$ cat src/rtl/hgpc_fdiv.sv
`timescale 1ns / 1ps

// Pipelined restoring divider for fractions num/den with num <= den.
// Each lane gives floor(num * 2^FRAC_BITS / den) in FRAC_BITS+1 bits,
// one quotient bit per register stage.
module hgpc_fdiv #(
  parameter int DW        = 13,
  parameter int FRAC_BITS = 16,
  parameter int LANES     = 3,
  parameter int TAG_W     = 1
) (
  input  logic                                clk_i,
  input  logic                                rst_ni,
  input  logic                                valid_i,
  input  logic [LANES-1:0][DW-1:0]            num_i,
  input  logic [LANES-1:0][DW-1:0]            den_i,
  input  logic [TAG_W-1:0]                    tag_i,
  output logic                                valid_o,
  output logic [LANES-1:0][FRAC_BITS:0]       quo_o,
  output logic [TAG_W-1:0]                    tag_o
);

  localparam int STAGES = FRAC_BITS + 1;

  logic [STAGES-1:0]                  v_q;
  logic [LANES-1:0][DW-1:0]           rem_q [STAGES];
  logic [LANES-1:0][DW-1:0]           den_q [STAGES];
  logic [LANES-1:0][FRAC_BITS:0]      quo_q [STAGES];
  logic [TAG_W-1:0]                   tag_q [STAGES];

  for (genvar k = 0; k < STAGES; k++) begin : g_stage
    logic [LANES-1:0][DW-1:0]      rem_d;
    logic [LANES-1:0][FRAC_BITS:0] quo_d;
    logic [LANES-1:0][DW-1:0]      den_in;
    logic [TAG_W-1:0]              tag_in;
    logic                          v_in;

    if (k == 0) begin : g_first
      assign den_in = den_i;
      assign tag_in = tag_i;
      assign v_in   = valid_i;
    end else begin : g_next
      assign den_in = den_q[k-1];
      assign tag_in = tag_q[k-1];
      assign v_in   = v_q[k-1];
    end

    for (genvar l = 0; l < LANES; l++) begin : g_lane
      logic [DW:0]          sh;
      logic [DW:0]          diff;
      logic                 ge;
      logic [FRAC_BITS-1:0] qprev;

      // The first stage decides the integer bit, the rest shift and subtract.
      if (k == 0) begin : g_first
        assign sh    = {1'b0, num_i[l]};
        assign qprev = '0;
      end else begin : g_next
        assign sh    = {rem_q[k-1][l], 1'b0};
        assign qprev = quo_q[k-1][l][FRAC_BITS-1:0];
      end

      always_comb begin
        diff = sh - {1'b0, den_in[l]};
        ge   = (sh >= {1'b0, den_in[l]});
        rem_d[l] = ge ? diff[DW-1:0] : sh[DW-1:0];
        quo_d[l] = {qprev, ge};
      end
    end

    always_ff @(posedge clk_i or negedge rst_ni) begin
      if (!rst_ni) begin
        v_q[k] <= 1'b0;
      end else begin
        v_q[k] <= v_in;
      end
    end

    always_ff @(posedge clk_i) begin
      rem_q[k] <= rem_d;
      den_q[k] <= den_in;
      quo_q[k] <= quo_d;
      tag_q[k] <= tag_in;
    end
  end

  assign valid_o = v_q[STAGES-1];
  assign quo_o   = quo_q[STAGES-1];
  assign tag_o   = tag_q[STAGES-1];

endmodule
$ cat config.mk
export PLATFORM = sky130hd
export DESIGN_NAME = hgpc_fdiv
export DESIGN_NICKNAME = d
export VERILOG_FILES = /design/src/rtl/hgpc_fdiv.sv
export SDC_FILE = /design/constraint.sdc
export NUM_CORES = 2
export LEC_CHECK = 0
export BUFFER_PORTS_ARGS = -buffer_cell sky130_fd_sc_hd__clkbuf_2
export CAP_MARGIN = 20
export CORE_MARGIN = 2
export CORE_UTILIZATION = 55
export CTS_CLUSTER_DIAMETER = 40
export DETAILED_ROUTE_END_ITERATION = 10
export GPL_TIMING_DRIVEN = 1
export PLACE_DENSITY = 0.79
export SKIP_CTS_REPAIR_TIMING = 1
export SYNTH_ARGS = -nofsm -noshare
export SYNTH_HDL_FRONTEND = slang
export SYNTH_SLANG_ARGS = --single-unit
$ cat constraint.sdc
create_clock -name clk_i -period 2.75 [get_ports clk_i]
set_clock_uncertainty 0.05 [all_clocks]
set_input_delay 0.275 -clock clk_i [delete_from_list [all_inputs] [get_ports clk_i]]
set_output_delay 0.275 -clock clk_i [all_outputs]
set_load 0.1 [all_outputs]
# --- Word-level counts from Yosys, hierarchy flattened ---
# Memories as Yosys holds them, arrays and structs flattened.
# Index checks and enable logic that the tools add are counted.
word_totals:
  latchBits: 0
  in_bits: 82
  register_bits: 17
  rom_bits: 0
  output_inout_bits: 53
  mem_bits_rw: 2210
  elab_cells: 174
  mem_count: 4
classes:
  magnitude_cmp: 51
  n_shift: 0
  div: 0
  eq_ne: 0
  muxes: 51
  n_bitwise: 0
  n_addsub: 51
  n_mul: 0
  n_reduce_logical: 0
mem_list:
  columns: ["memory", "words", "word_bits", "rd", "rd_ports_with_merged_regs", "wr", "line", "rtl"]
  rows:
  - ["quo_q", 17, 51, 17, 0, 17, "28", "logic [LANES-1:0][FRAC_BITS:0] quo_q [STAGES];"]
  - ["den_q", 17, 39, 16, 0, 17, "27", "logic [LANES-1:0][DW-1:0] den_q [STAGES];"]
  - ["rem_q", 17, 39, 16, 0, 17, "26", "logic [LANES-1:0][DW-1:0] rem_q [STAGES];"]
  - ["tag_q", 17, 1, 17, 0, 17, "29", "logic [TAG_W-1:0] tag_q [STAGES];"]
ops:
  columns: ["cell", "n"]
  rows:
  - ["$ge A14 B13 Y1", 48]
  - ["$mux W13", 51]
  - ["$sub A13 B13 Y13", 51]
  - ["$ge A13 B13 Y1", 3]

# --- Logic depth before layout (Yosys ltp) ---
# An unclocked memory read counts as a cell.
logic_depth:
  ltp_word: 3
  mapped_depth: 10
  mapped_depth_nobuf: 9

# --- Worst setup path before layout ---
# OpenSTA, ideal clock, no wires.
synth_timing:
  path_kind: "reg2reg"
  from: "memory den_q[0][538] (netlist name)"
  to: "memory rem_q[0][577] (netlist name)"
  stages_incl_launch_ff: 10
  path_buffers: 1
  required_time_ns: 2.579
  setup_ns: 0.121
  t_arrival_ns: 2.314
  synth_period_minus_slack_ns: 2.485
  setup_slack_ns: 0.265
  path_cell_list: "dfxtp_1 inv_1 ha_1 a21o_1 or3_1 o22ai_2 o211ai_2 o41ai_4 buf_6 mux2_2"
synth_rtl:
  columns: ["element", "line"]
  rows:
  - ["start: declaration", "27"]
  - ["end: declaration", "26"]

==> impl_metrics.yaml <==
cts:
  cts_made_buffers: 215
  path_clk_slew_ns: 0.06
  cts_max_path_buffers: 3
  clock_latency_ns: 0.81
  cts_sinks: 1741
  cts_tree: "built"
  root_buffer: "clkbuf_16"
  cts-htree-levels: 4
logic_synthesis:
  synth_area_mm2: 0.0749
  ys_ff_latch: 1741
  async_reset_ff_frac: 0.00976
  yosys_warnings: 0
  postSynthAreaPerCell_um2: 10.2
  synth_edf_count: 0
  yosys_most_used_dff: "dfxtp_1"
  synth_top_area_share: 0.461
  synthTopCellsByArea: "dfxtp_1, ha_1, mux2_2"
  synthCells: 7354
  ys_types: 71
  synth.most_common_cell: "dfxtp_1"
  seq_area_frac_synth: 0.467
  yosysTopAreaCell: "dfxtp_1"
  synth_fp_nets: 8144
  synth_common_cells: "dfxtp_1, inv_1, ha_1, mux2_2, nor2_1"
routing:
  postRouteAntennaNets: 0
  viasPerCell: 5.34
  dr.pass1.iters: 6
  drt-total-wl_um: 144000
  route.vias.total: 52000
  wire_per_inst_um: 14.7
  drcViolationCount: 0
  drt_iter0_drc: 2407
sta:
  rsz0062_at_grt: "false"
  slew_violations: 0
  finalHoldViolations: 0
  slew_headroom: 0.476
  setup_tns_ns: 0
  period_minus_slack_ns: 2.64
  fin_crit_sh: 0.962
  worst_pin_slew_ns: 0.780
  fmax_mhz: 378
  setup_viol: 0
  layout_setup_ws_ns: 0.105
setup_path:
  crit_chain: "inv_1, fa_1, nor2b_1, o31a_1, o21ai_0, a311oi_1, o21ai_2, buf_4, mux2_2"
  startpoint_type: "register"
  crit_path_end_kind: "register"
  slowest_delay_ns: 0.46
  worstPathMaxFanout: 14
  path_delay_family: "compound AO/OA/AOI/OAI gates"
  r2r_setup_slack_ns: 0.11
  timing.critical_path.buf_inv: 2
  slowest_stage: "fa_1"
  crit_arrival_ns: 3.28
  required_ns: 3.39
  crit_type: "reg2reg"
run_status:
  status: "finished, final reports clean"
power_and_ir_drop:
  power_w: 0.123
  leakagePower_nw: 39.9
  ir_worst_vdd_v: 0.00101
  p_per_area_mw_per_mm2: 1420
global_routing:
  first_global_vias: 52100
  grtUsageTotal: 0.201
  antenna_found_initial: 0
  grt_start_max_net_pins: 18
  grt-ovfl-total: 0
  grt_pass1_wl_um: 240000
floorplanning:
  die-area_mm2: 0.139
  coreArea_mm2: 0.135
  io_pins: 135
  die_h_um: 373
  rows: 135
  die_width_um: 373
  initial_core_util: 0.553
placed_design:
  place_ws_ns: 0.0713
  place_area_mm2: 0.0780
  gp_congestion: 0.927
  dp_hpwl_um: 107000
  numPortBuffers: 134
flow_run:
  maxCapViolations: 0
cells_and_area:
  drive_gt1_frac: 0.144
  syn2layout_area_growth_pct: 15.7
  antenna_cells: 0
  layout.nets: 8555
  fin_area_mm2: 0.0866
hold_path:
  hp-class: "in2reg"
-- per-layer routing --
layer	vias to the layer above	wire length, um	GRT usage
li1	26400	-	-
met1	24100	60800	0.230
met2	1125	71400	0.364
met3	392	5090	0.0325
met4	0	6270	0.0989
met5	-	0	0
-- placed cells by master (no fill, tap or decap), types with 67 or more instances in the layout --
master | netlist | final
ha_1 | 660 | 660
clkbuf_16 | 0 | 221
nor2b_1 | 73 | 73
xnor2_1 | 308 | 308
nand2_1 | 268 | 268
nand4_1 | 85 | 85
nor2_1 | 436 | 436
xor2_1 | 73 | 73
nand2b_1 | 134 | 134
dlygate4sd3_1 | 0 | 82
mux2i_1 | 96 | 96
buf_4 | 3 | 67
and2_1 | 70 | 70
a21oi_1 | 419 | 415
o21a_1 | 93 | 93
a21o_1 | 155 | 154
o21ai_0 | 295 | 291
o211ai_1 | 107 | 107
nand3_1 | 129 | 129
dfxtp_1 | 1724 | 1724
clkbuf_2 | 5 | 134
nor3_1 | 96 | 95
inv_1 | 889 | 887
mux2_2 | 482 | 482
-- power breakdown --
group,switching [W],internal [W],total (W),leakage [nW]
clock network,0.0114,0.0176,0.0290,3.73
logic,0.0290,0.0264,0.0553,21.4
registers,0.00419,0.0343,0.0385,14.7
total,0.0445,0.0783,0.123,39.9
-- cells by family (layout without fill, tap and decap cells) --
logic type / after synthesis / count (layout) / synth area share
buffers and inverters: 994 / 1598 / 0.0512
multiplexers: 578 / 578 / 0.0853
XOR/XNOR: 381 / 381 / 0.0446
adder cells (fa/ha/maj): 708 / 708 / 0.123
AO/OA/AOI/OAI: 1548 / 1548 / 0.138
flip-flops: 1741 / 1741 / 0.467
AND/OR/NAND/NOR: 1404 / 1404 / 0.0910
-- layout make-up --
cell class / count / area [um^2]
fillers: 10500 / 48700
multi-input cells: 4619 / 36100
flip-flops and latches: 1741 / 34900
clock buffers: 257 / 5860
inverters: 889 / 3340
repair buffers: 298 / 2270
well taps: 1781 / 2230
clock inverters: 153 / 1860
repair inverters: 1 / 7.51
-- flip-flops by register name, summed over array words and instances (netlist names) --
| register | count |
|---|---|
| den_q | 624 |
| g_stage.v_in | 16 |
| quo_q | 459 |
| rem_q | 624 |
| tag_q | 17 |
| valid_o | 1 |
-- path summary, 6_finish.rpt --
path                                    to  cells past startpoint          start
setup / recovery             rem_q[0][565]                      9  rem_q[0][520]
hold / removal                den_q[0][34]                      2      den_i[34]
setup reg to reg             rem_q[0][565]                      9  rem_q[0][520]
hold reg to reg              quo_q[12][39]                      0  quo_q[11][38]
max in group asynchronous          valid_o                      3         rst_ni
min in group asynchronous  g_stage[6].v_in                      3         rst_ni
-- through the flow --
step                      utilization  hold WS [ns]  instances
after floorplan                     -       -0.0706       7354
after global placement          0.577         0.154       9246
after detailed placement        0.577         0.173       9246
after CTS                       0.634        -0.734       9656
after global routing            0.640        0.0217       9739
final                           0.640        0.0684       9739
No activity file was read; power rests on OpenSTA's default activity.
